File: src/hw/rtl/lcdfmt_pkg.sv
// Shared constants, opcodes and the digit-to-ASCII helper for the display text formatter.
// Used by lcdfmt_bcd and lcd_number_text_formatter. No dependencies.
package lcdfmt_pkg;

  localparam int MAX_DIGITS_DEF = 16;
  localparam int NUM_W          = 16;  // width of the number field
  localparam int BCD_W          = 20;  // five decimal digits cover 0..65535
  localparam int BCD_DIGITS     = BCD_W / 4;

  typedef enum logic [2:0] {
    OP_UDEC = 3'd0,
    OP_SDEC = 3'd1,
    OP_HEX  = 3'd2,
    OP_BIN  = 3'd3,
    OP_CHAR = 3'd4
  } opcode_t;

  localparam logic [7:0] CURSOR_CMD  = 8'h80;
  localparam logic [7:0] ROW2_OFFSET = 8'h40;
  localparam logic [7:0] ASCII_ZERO  = 8'h30;
  localparam logic [7:0] ASCII_A     = 8'h41;
  localparam logic [7:0] ASCII_PLUS  = 8'h2B;
  localparam logic [7:0] ASCII_MINUS = 8'h2D;

  function automatic logic [7:0] digit_ascii(input logic [3:0] d);
    logic [7:0] d8;
    d8 = {4'b0000, d};
    if (d < 4'd10) begin
      return ASCII_ZERO + d8;
    end
    return ASCII_A + d8 - 8'd10;
  endfunction

endpackage

File: src/hw/rtl/lcdfmt_bcd.sv
// Bit-serial binary to BCD converter (shift and add-3), one input bit per cycle.
// Depends on lcdfmt_pkg for the field widths.
module lcdfmt_bcd (
  input  logic                         clk,
  input  logic                         rst_n,
  input  logic                         load,
  input  logic [lcdfmt_pkg::NUM_W-1:0] value,
  output logic [lcdfmt_pkg::BCD_W-1:0] bcd,
  output logic                         done
);

  localparam int CNT_W = $clog2(lcdfmt_pkg::NUM_W + 1);

  logic [lcdfmt_pkg::NUM_W-1:0] bin_r;
  logic [lcdfmt_pkg::BCD_W-1:0] bcd_r;
  logic [lcdfmt_pkg::BCD_W-1:0] adj;
  logic [CNT_W-1:0]             cnt_r;
  logic                         run_r;
  logic                         done_r;

  // add 3 to every digit of 5 or more before the next shift
  always_comb begin
    for (int i = 0; i < lcdfmt_pkg::BCD_DIGITS; i++) begin
      if (bcd_r[4*i +: 4] >= 4'd5) begin
        adj[4*i +: 4] = bcd_r[4*i +: 4] + 4'd3;
      end else begin
        adj[4*i +: 4] = bcd_r[4*i +: 4];
      end
    end
  end

  always_ff @(posedge clk) begin
    if (!rst_n) begin
      cnt_r  <= '0;
      run_r  <= 1'b0;
      done_r <= 1'b0;
    end else if (load) begin
      bin_r  <= value;
      bcd_r  <= '0;
      cnt_r  <= CNT_W'(lcdfmt_pkg::NUM_W);
      run_r  <= 1'b1;
      done_r <= 1'b0;
    end else if (run_r) begin
      bcd_r <= {adj[lcdfmt_pkg::BCD_W-2:0], bin_r[lcdfmt_pkg::NUM_W-1]};
      bin_r <= {bin_r[lcdfmt_pkg::NUM_W-2:0], 1'b0};
      cnt_r <= cnt_r - 1'b1;
      if (cnt_r == CNT_W'(1)) begin
        run_r  <= 1'b0;
        done_r <= 1'b1;
      end
    end
  end

  assign bcd  = bcd_r;
  assign done = done_r;

endmodule

File: src/hw/rtl/lcd_number_text_formatter.sv
// Top level of the character display text formatter: cursor command, sign and digits.
// Depends on lcdfmt_pkg and lcdfmt_bcd.
//
//  channel  | ports                                        | transfer when
//  ---------+----------------------------------------------+---------------------------
//  request  | in_opcode in_row in_column in_number         | start high, busy low
//           | in_digit_count in_character                  |
//  result   | out_is_data out_byte out_last                | out_valid high (one cycle)
//
// One byte leaves per cycle once the request is decoded, except that decimal
// digits wait in S_DIGIT until the 16-step shift-and-add-3 converter is done;
// the cursor and sign bytes of a decimal request do not wait on the converter.
// Reset (rst_n low, synchronous) drops any request in flight and clears the strobe.
// The receiver cannot stall; each result is shown for exactly one cycle.
module lcd_number_text_formatter #(
  parameter int MAX_DIGITS = lcdfmt_pkg::MAX_DIGITS_DEF
) (
  input  logic                         clk,
  input  logic                         rst_n,
  input  logic                         start,
  output logic                         busy,
  input  logic [2:0]                   in_opcode,
  input  logic [1:0]                   in_row,
  input  logic [5:0]                   in_column,
  input  logic [lcdfmt_pkg::NUM_W-1:0] in_number,
  input  logic [4:0]                   in_digit_count,
  input  logic [7:0]                   in_character,
  output logic                         out_valid,
  output logic                         out_is_data,
  output logic [7:0]                   out_byte,
  output logic                         out_last
);

  localparam int CW = $clog2(MAX_DIGITS + 1);

  typedef enum logic [2:0] {
    S_IDLE,
    S_CURSOR,
    S_SIGN,
    S_DIGIT,
    S_CHAR
  } state_t;

  state_t                       state_r;
  state_t                       after_cursor;
  state_t                       first_state;

  logic                         accept;
  logic                         op_valid;
  logic                         is_dec;
  logic                         is_neg;
  logic                         sign_on;
  logic [lcdfmt_pkg::NUM_W-1:0] magnitude;
  logic [CW-1:0]                ndig;
  logic [7:0]                   col8;
  logic [7:0]                   cursor_byte;

  // request context held for the whole request
  logic                         dec_r;
  logic                         binary_r;
  logic                         char_mode_r;
  logic                         has_sign_r;
  logic [7:0]                   sign_byte_r;
  logic [7:0]                   cursor_byte_r;
  logic [7:0]                   char_r;
  logic [lcdfmt_pkg::NUM_W-1:0] word_r;
  logic [CW-1:0]                cnt_r;

  // registered result
  logic                         out_valid_r;
  logic                         out_is_data_r;
  logic [7:0]                   out_byte_r;
  logic                         out_last_r;

  logic [lcdfmt_pkg::BCD_W-1:0] bcd_w;
  logic                         bcd_done;
  logic [lcdfmt_pkg::BCD_W-1:0] digit_word;
  logic [lcdfmt_pkg::BCD_W-1:0] shifted;
  logic [CW-1:0]                pos;
  logic [3:0]                   digit;
  logic                         digit_ready;

  assign busy   = (state_r != S_IDLE);
  assign accept = start && !busy;

  // ---------------------------------------------------------------------------
  // Decode the incoming request
  // ---------------------------------------------------------------------------
  assign op_valid = (in_opcode <= lcdfmt_pkg::OP_CHAR);
  assign is_dec   = (in_opcode == lcdfmt_pkg::OP_UDEC) || (in_opcode == lcdfmt_pkg::OP_SDEC);
  assign is_neg   = (in_opcode == lcdfmt_pkg::OP_SDEC) && in_number[lcdfmt_pkg::NUM_W-1];
  // zero gets no sign in signed mode
  assign sign_on  = (in_opcode == lcdfmt_pkg::OP_SDEC) && (in_number != '0);
  // most negative value yields 32768, which still fits the field width
  assign magnitude = is_neg ? (~in_number + 1'b1) : in_number;

  // saturate the digit count to MAX_DIGITS
  always_comb begin
    if (in_digit_count > 5'(MAX_DIGITS)) begin
      ndig = CW'(MAX_DIGITS);
    end else begin
      ndig = CW'(in_digit_count);
    end
  end

  // address term wraps modulo 256 before the command bit is OR'd in
  assign col8 = {2'b00, in_column} - 8'd1;
  always_comb begin
    if (in_row == 2'd2) begin
      cursor_byte = lcdfmt_pkg::CURSOR_CMD | (lcdfmt_pkg::ROW2_OFFSET + col8);
    end else begin
      cursor_byte = lcdfmt_pkg::CURSOR_CMD | col8;
    end
  end

  always_comb begin
    priority if (in_row == 2'd1 || in_row == 2'd2) begin
      first_state = S_CURSOR;
    end else if (in_opcode == lcdfmt_pkg::OP_CHAR) begin
      first_state = S_CHAR;
    end else if (sign_on) begin
      first_state = S_SIGN;
    end else if (ndig != '0) begin
      first_state = S_DIGIT;
    end else begin
      first_state = S_IDLE;
    end
  end

  always_comb begin
    priority if (char_mode_r) begin
      after_cursor = S_CHAR;
    end else if (has_sign_r) begin
      after_cursor = S_SIGN;
    end else if (cnt_r != '0) begin
      after_cursor = S_DIGIT;
    end else begin
      after_cursor = S_IDLE;
    end
  end

  // ---------------------------------------------------------------------------
  // Digit pick: decimal reads BCD nibbles, hex reads the number's nibbles,
  // binary reads single bits. Positions above the value shift in zeros.
  // ---------------------------------------------------------------------------
  lcdfmt_bcd u_bcd (
    .clk   (clk),
    .rst_n (rst_n),
    .load  (accept && op_valid && is_dec),
    .value (magnitude),
    .bcd   (bcd_w),
    .done  (bcd_done)
  );

  assign digit_word  = dec_r ? bcd_w : {4'b0000, word_r};
  assign pos         = cnt_r - 1'b1;
  assign shifted     = binary_r ? (digit_word >> pos) : (digit_word >> {pos, 2'b00});
  assign digit       = binary_r ? {3'b000, shifted[0]} : shifted[3:0];
  assign digit_ready = !dec_r || bcd_done;

  // ---------------------------------------------------------------------------
  // Sequencer: one byte per cycle, hold in S_DIGIT until the BCD is ready
  // ---------------------------------------------------------------------------
  always_ff @(posedge clk) begin
    if (!rst_n) begin
      state_r     <= S_IDLE;
      out_valid_r <= 1'b0;
      out_last_r  <= 1'b0;
    end else begin
      out_valid_r <= 1'b0;
      out_last_r  <= 1'b0;
      unique case (state_r)
        S_IDLE: begin
          if (accept && op_valid) begin
            dec_r         <= is_dec;
            binary_r      <= (in_opcode == lcdfmt_pkg::OP_BIN);
            char_mode_r   <= (in_opcode == lcdfmt_pkg::OP_CHAR);
            has_sign_r    <= sign_on;
            sign_byte_r   <= is_neg ? lcdfmt_pkg::ASCII_MINUS : lcdfmt_pkg::ASCII_PLUS;
            cursor_byte_r <= cursor_byte;
            char_r        <= in_character;
            word_r        <= in_number;
            cnt_r         <= (in_opcode == lcdfmt_pkg::OP_CHAR) ? '0 : ndig;
            state_r       <= first_state;
          end
        end
        S_CURSOR: begin
          out_valid_r   <= 1'b1;
          out_is_data_r <= 1'b0;
          out_byte_r    <= cursor_byte_r;
          out_last_r    <= (after_cursor == S_IDLE);
          state_r       <= after_cursor;
        end
        S_SIGN: begin
          out_valid_r   <= 1'b1;
          out_is_data_r <= 1'b1;
          out_byte_r    <= sign_byte_r;
          out_last_r    <= (cnt_r == '0);
          state_r       <= (cnt_r == '0) ? S_IDLE : S_DIGIT;
        end
        S_DIGIT: begin
          if (digit_ready) begin
            out_valid_r   <= 1'b1;
            out_is_data_r <= 1'b1;
            out_byte_r    <= lcdfmt_pkg::digit_ascii(digit);
            out_last_r    <= (cnt_r == CW'(1));
            cnt_r         <= cnt_r - 1'b1;
            if (cnt_r == CW'(1)) begin
              state_r   <= S_IDLE;
            end
          end
        end
        S_CHAR: begin
          out_valid_r   <= 1'b1;
          out_is_data_r <= 1'b1;
          out_byte_r    <= char_r;
          out_last_r    <= 1'b1;
          state_r       <= S_IDLE;
        end
        default: begin
          state_r       <= S_IDLE;
        end
      endcase
    end
  end

  assign out_valid   = out_valid_r;
  assign out_is_data = out_is_data_r;
  assign out_byte    = out_byte_r;
  assign out_last    = out_last_r;

`ifndef SYNTHESIS
  // a byte only comes out of a request in progress
  a_strobe_from_busy: assert property (@(posedge clk) disable iff (!rst_n)
    out_valid |-> $past(busy))
    else $error("result strobe without a request in progress");

  // the last byte ends the request: the block is free and no byte follows directly
  a_last_ends: assert property (@(posedge clk) disable iff (!rst_n)
    (out_valid && out_last) |-> (!busy ##1 !out_valid))
    else $error("byte after the last byte of a request");

  // digit emission always has digits left to send
  a_digit_count: assert property (@(posedge clk) disable iff (!rst_n)
    (state_r == S_DIGIT) |-> (cnt_r != '0))
    else $error("digit state with no digits left");

  // converter output holds valid decimal digits once done
  a_bcd_digits: assert property (@(posedge clk) disable iff (!rst_n)
    bcd_done |-> ((bcd_w[3:0] < 4'd10) && (bcd_w[7:4] < 4'd10) && (bcd_w[11:8] < 4'd10)
                  && (bcd_w[15:12] < 4'd10) && (bcd_w[19:16] < 4'd10)))
    else $error("converter produced a digit above nine");
`endif

endmodule
File: config.mk
export PLATFORM = sky130hd
export DESIGN_NAME = lcd_number_text_formatter
export DESIGN_NICKNAME = d
export VERILOG_FILES = /design/src/hw/rtl/lcdfmt_pkg.sv /design/src/hw/rtl/lcdfmt_bcd.sv /design/src/hw/rtl/lcd_number_text_formatter.sv
export SDC_FILE = /design/constraint.sdc
export NUM_CORES = 1
export LEC_CHECK = 0
export BUFFER_PORTS_ARGS = -buffer_cell sky130_fd_sc_hd__buf_4
export CORE_MARGIN = 4
export CORE_UTILIZATION = 55
export CTS_CLUSTER_DIAMETER = 80
export DETAILED_ROUTE_END_ITERATION = 10
export PLACE_DENSITY_LB_ADDON = 0.15
export SKIP_LAST_GASP = 1
export SYNTH_ARGS = -nofsm -noshare
export SYNTH_HDL_FRONTEND = slang
export SYNTH_HIERARCHICAL = 1
export SYNTH_SLANG_ARGS = --single-unit
File: constraint.sdc
create_clock -name clk -period 4.63 [get_ports clk]
set_input_delay 0.926 -clock clk [delete_from_list [all_inputs] [get_ports clk]]
set_output_delay 0.926 -clock clk [all_outputs]
set_load 0.1 [all_outputs]
==> summary.txt <==
STA
  – Worst slew pin tran: 1.08 ns
  – Final worst-path cycle share: 78.4%
  – Clk_skew: 0.0124 ns
  – Fin. Hold Viols: 0
  – Rel. slew slack: 27.3%
  – Final Setup Violations: 0
  – Fin crit period: 3.63 ns
  – Fmax: 0.276 GHz
  – RSZ-0062 raised after global routing: false
  – Setup TNS: 0 ns
  – Final Max Tran Viols: 0

Clock tree
  – Resize count post-CTS: 0
  – Htree depth: 3
  – Clk_lat worst skew: 0.38 ns
  – Postcts setup bufs: 0
  – Clk slew on worst S/H paths: 0.10 ns
  – CTS tree: yes
  – Hold_buf cts: 0
  – Clock root cell: clkbuf_8
  – Max clock buf depth: 2
  – CTS sink count: 99
  – Cts bufs inserted: 9

Floorplan
  – Core area: 10500 µm²
  – Initial Utilization: 57.4%
  – Die Span Y: 112 µm
  – Die area: 12600 µm²
  – Chip width: 112 µm
  – Ports: 55
  – FP Rows: 37

Worst setup path
  – Worst setup startpoint: cnt_r[0]
  – Critical path class: flop to flop
  – Worst Setup EP: out_byte[2]
  – Critical Path RT: 4.76 ns
  – CP cell instances: inv_1 > ha_1 > nor2b_1 > nand2_1 > o221ai_1 > a211oi_1 > o311ai_2 > ha_1 > nand2_1 > a311o_1
  – Worst flop-to-flop path endpoint: out_byte[2]
  – Crit path max-delay family: compound AO/OA/AOI/OAI gates
  – CP endpoint kind: flop
  – Setup slack, reg-to-reg: 1.00 ns
  – CP Data Arrival Time: 3.76 ns
  – Critical path's largest stage delay: 0.55 ns
  – Crit-path max FO: 10
  – Levels on crit path: 10
  – Buf/Inv on CP: 1
  – R2R cell count: 10
  – Setup crit start kind: flop
  – R2r startpoint: cnt_r[0]
  – Slowest CP cell: edfxtp_1

Hold path
  – Worst hold path class: flop to flop

Placed design
  – IO Port Bufs: 54
  – Final HPWL DP: 10300 µm
  – Gpl congestion: 0.951

Flow run
  – Max-cap viol count: 0

Global route
  – Initial antenna violation count: 0
  – Largest net degree at the start of global routing: 38
  – Vias in the first global route: 4606
  – GRT Overall Usage: 22.8%
  – Global-route wire length before repair: 23200 µm
  – GRT overflow: 0

Power
  – Leakage: 2.57 nW
  – Final Power: 2.44 mW
  – Peak VDD IR: 325 µV
  – Pwr dens: 366 nW/µm²

Outcome
  – Outcome: complete, no violations

Drt
  – Wirelength per Cell: 18.4 µm
  – DRT Pass-1 Iters: 6
  – Post-route DRC violation count: 0
  – Via-to-Cell Ratio: 6.06
  – Vias after detailed routing: 4638
  – Final WL: 14100 µm
  – Antenna-violating nets left: 0
  – DR iter-0 viols: 400

Layout
  – # nets final: 685
  – Layout cells sized above 1: 18.0%
  – Layout area overhead: 11.2%
  – ANT cells: 0

Yosys
  – Main area contributors after synthesis: edfxtp_1, mux2i_1, mux2_2, dfxtp_1, nor2_1
  – Leading area contributor after synthesis: edfxtp_1
  – Synth Register Bits: 99
  – Post-Syn Area per Cell: 10.4 µm²
  – Post-synth EDFFs: 87
  – Top cell types by occurrence after synthesis: edfxtp_1, nor2_1, nand2_1, a21oi_1, inv_1
  – Synth async-reset ratio: 0%
  – Post-Syn Area: 6000 µm²
  – Ys flop type: edfxtp_1
  – Post-Syn Instances: 576
  – Synth top area share: 43.5%
  – Cell with the most instances after synthesis: edfxtp_1
  – Synth cell types: 65
  – Seq/Total Area, Yosys: 47.5%
  – Synth Warn #: 6
  – Post-synthesis net count: 637
## cells in the final DEF (no fill, tap or decap), types with 3 or more instances in the layout
cell type	n
a211o_1	3
a211oi_1	7
a21o_1	3
a21oi_1	37
a221o_1	3
and3_1	3
buf_4	60
clkbuf_8	9
dfxtp_1	12
edfxtp_1	87
ha_1	18
inv_1	35
mux2_2	24
mux2i_1	34
nand2_1	44
nand2b_1	10
nand3_1	18
nand3b_1	3
nor2_1	62
nor2b_1	4
nor3_1	21
nor4_1	4
o211ai_1	3
o21a_1	4
o21ai_0	28
o221ai_1	3
o31a_1	4
o31ai_1	8
or3_1	3
xnor2_1	13
xor2_1	13
## metrics by stage
step	setup WS (ns)	util [%]	instances	area [µm²]	hold slack, ns
after floorplan	1.36	-	576	6000	0.478
after global placement	1.22	62.1	749	6500	0.512
after detailed placement	1.14	62.1	749	6500	0.522
after CTS	1.09	63.8	765	6670	0.545
after global routing	0.763	63.8	765	6670	0.579
final	1.00	63.8	765	6670	0.545
## sequential cells by signal, summed over array words and instances, names as in the netlist, 2 cells and up
| name | cells |
|---|---|
| u_bcd/bcd | 20 |
| u_bcd/bin_r | 16 |
| word_r | 16 |
| char_r | 8 |
| out_byte | 8 |
| cursor_byte_r | 7 |
| cnt_r | 5 |
| u_bcd/cnt_r | 5 |
| state_r | 3 |
| sign_byte_r | 2 |
## worst min-delay path by stage
stage | start | to | slack [ns] | cells past startpoint
2_1_floorplan | u_bcd/done | u_bcd/done | 0.48 | 2
3_3_place_gp | u_bcd/cnt_r[1] | u_bcd/cnt_r[1] | 0.51 | 2
3_5_place_dp | u_bcd/bin_r[15] | u_bcd/bcd[0] | 0.52 | 1
4_1_cts | u_bcd/bin_r[15] | u_bcd/bcd[0] | 0.54 | 1
5_1_grt | u_bcd/bin_r[13] | u_bcd/bin_r[14] | 0.58 | 1
6_report | u_bcd/bin_r[15] | u_bcd/bcd[0] | 0.54 | 1
## metal layers
layer  vias up  global-route usage, %  part of all wire (%)
li1       2225                      -                     -
met1      2203                   31.0                    45
met2       186                   36.7                    46
met3        24                   3.23                   6.3
met4         0                   9.70                   2.5
met5         -                      0                     0
## cells by family (layout without fill, tap and decap cells)
| logic type | count (synthesis) | after routing | share of synthesized area [%] |
|---|---|---|---|
| and+or+nand+nor | 187 | 187 | 15.0 |
| muxes | 60 | 60 | 10.9 |
| AOI/OAI and AO/OA | 127 | 127 | 14.3 |
| xor gates and xnor gates | 27 | 27 | 4.07 |
| DFF | 99 | 99 | 47.5 |
| adders and majority gates | 18 | 18 | 3.75 |
| buffers and inverters | 58 | 111 | 4.40 |
## worst register-to-register path: cells and delay by family, from the launching register on
kind	cells	cell delay [ns]
buffers and inverters	1	0.11
adders and majority gates	2	0.75
and+or+nand+nor	3	0.76
AOI/OAI and AO/OA	4	1.21
DFF	1	0.55
## final cells by class
class                           count  area (µm²)
Fill cell                         880        3790
Multi-Input combinational cell    419        2900
Sequential cell                    99        2850
Timing Repair Buffer               60         450
Tap cell                          136         170
Clock buffer                       11         131
Inverter                           35         131
Clock inverter                      5        38.8
## power breakdown
group          internal (mW)  switching, mW  total, mW
clock network          0.199          0.313      0.512
logic                  0.250          0.532      0.782
registers               1.08         0.0703       1.15
Note: power is estimated with default switching activity, not from simulation.
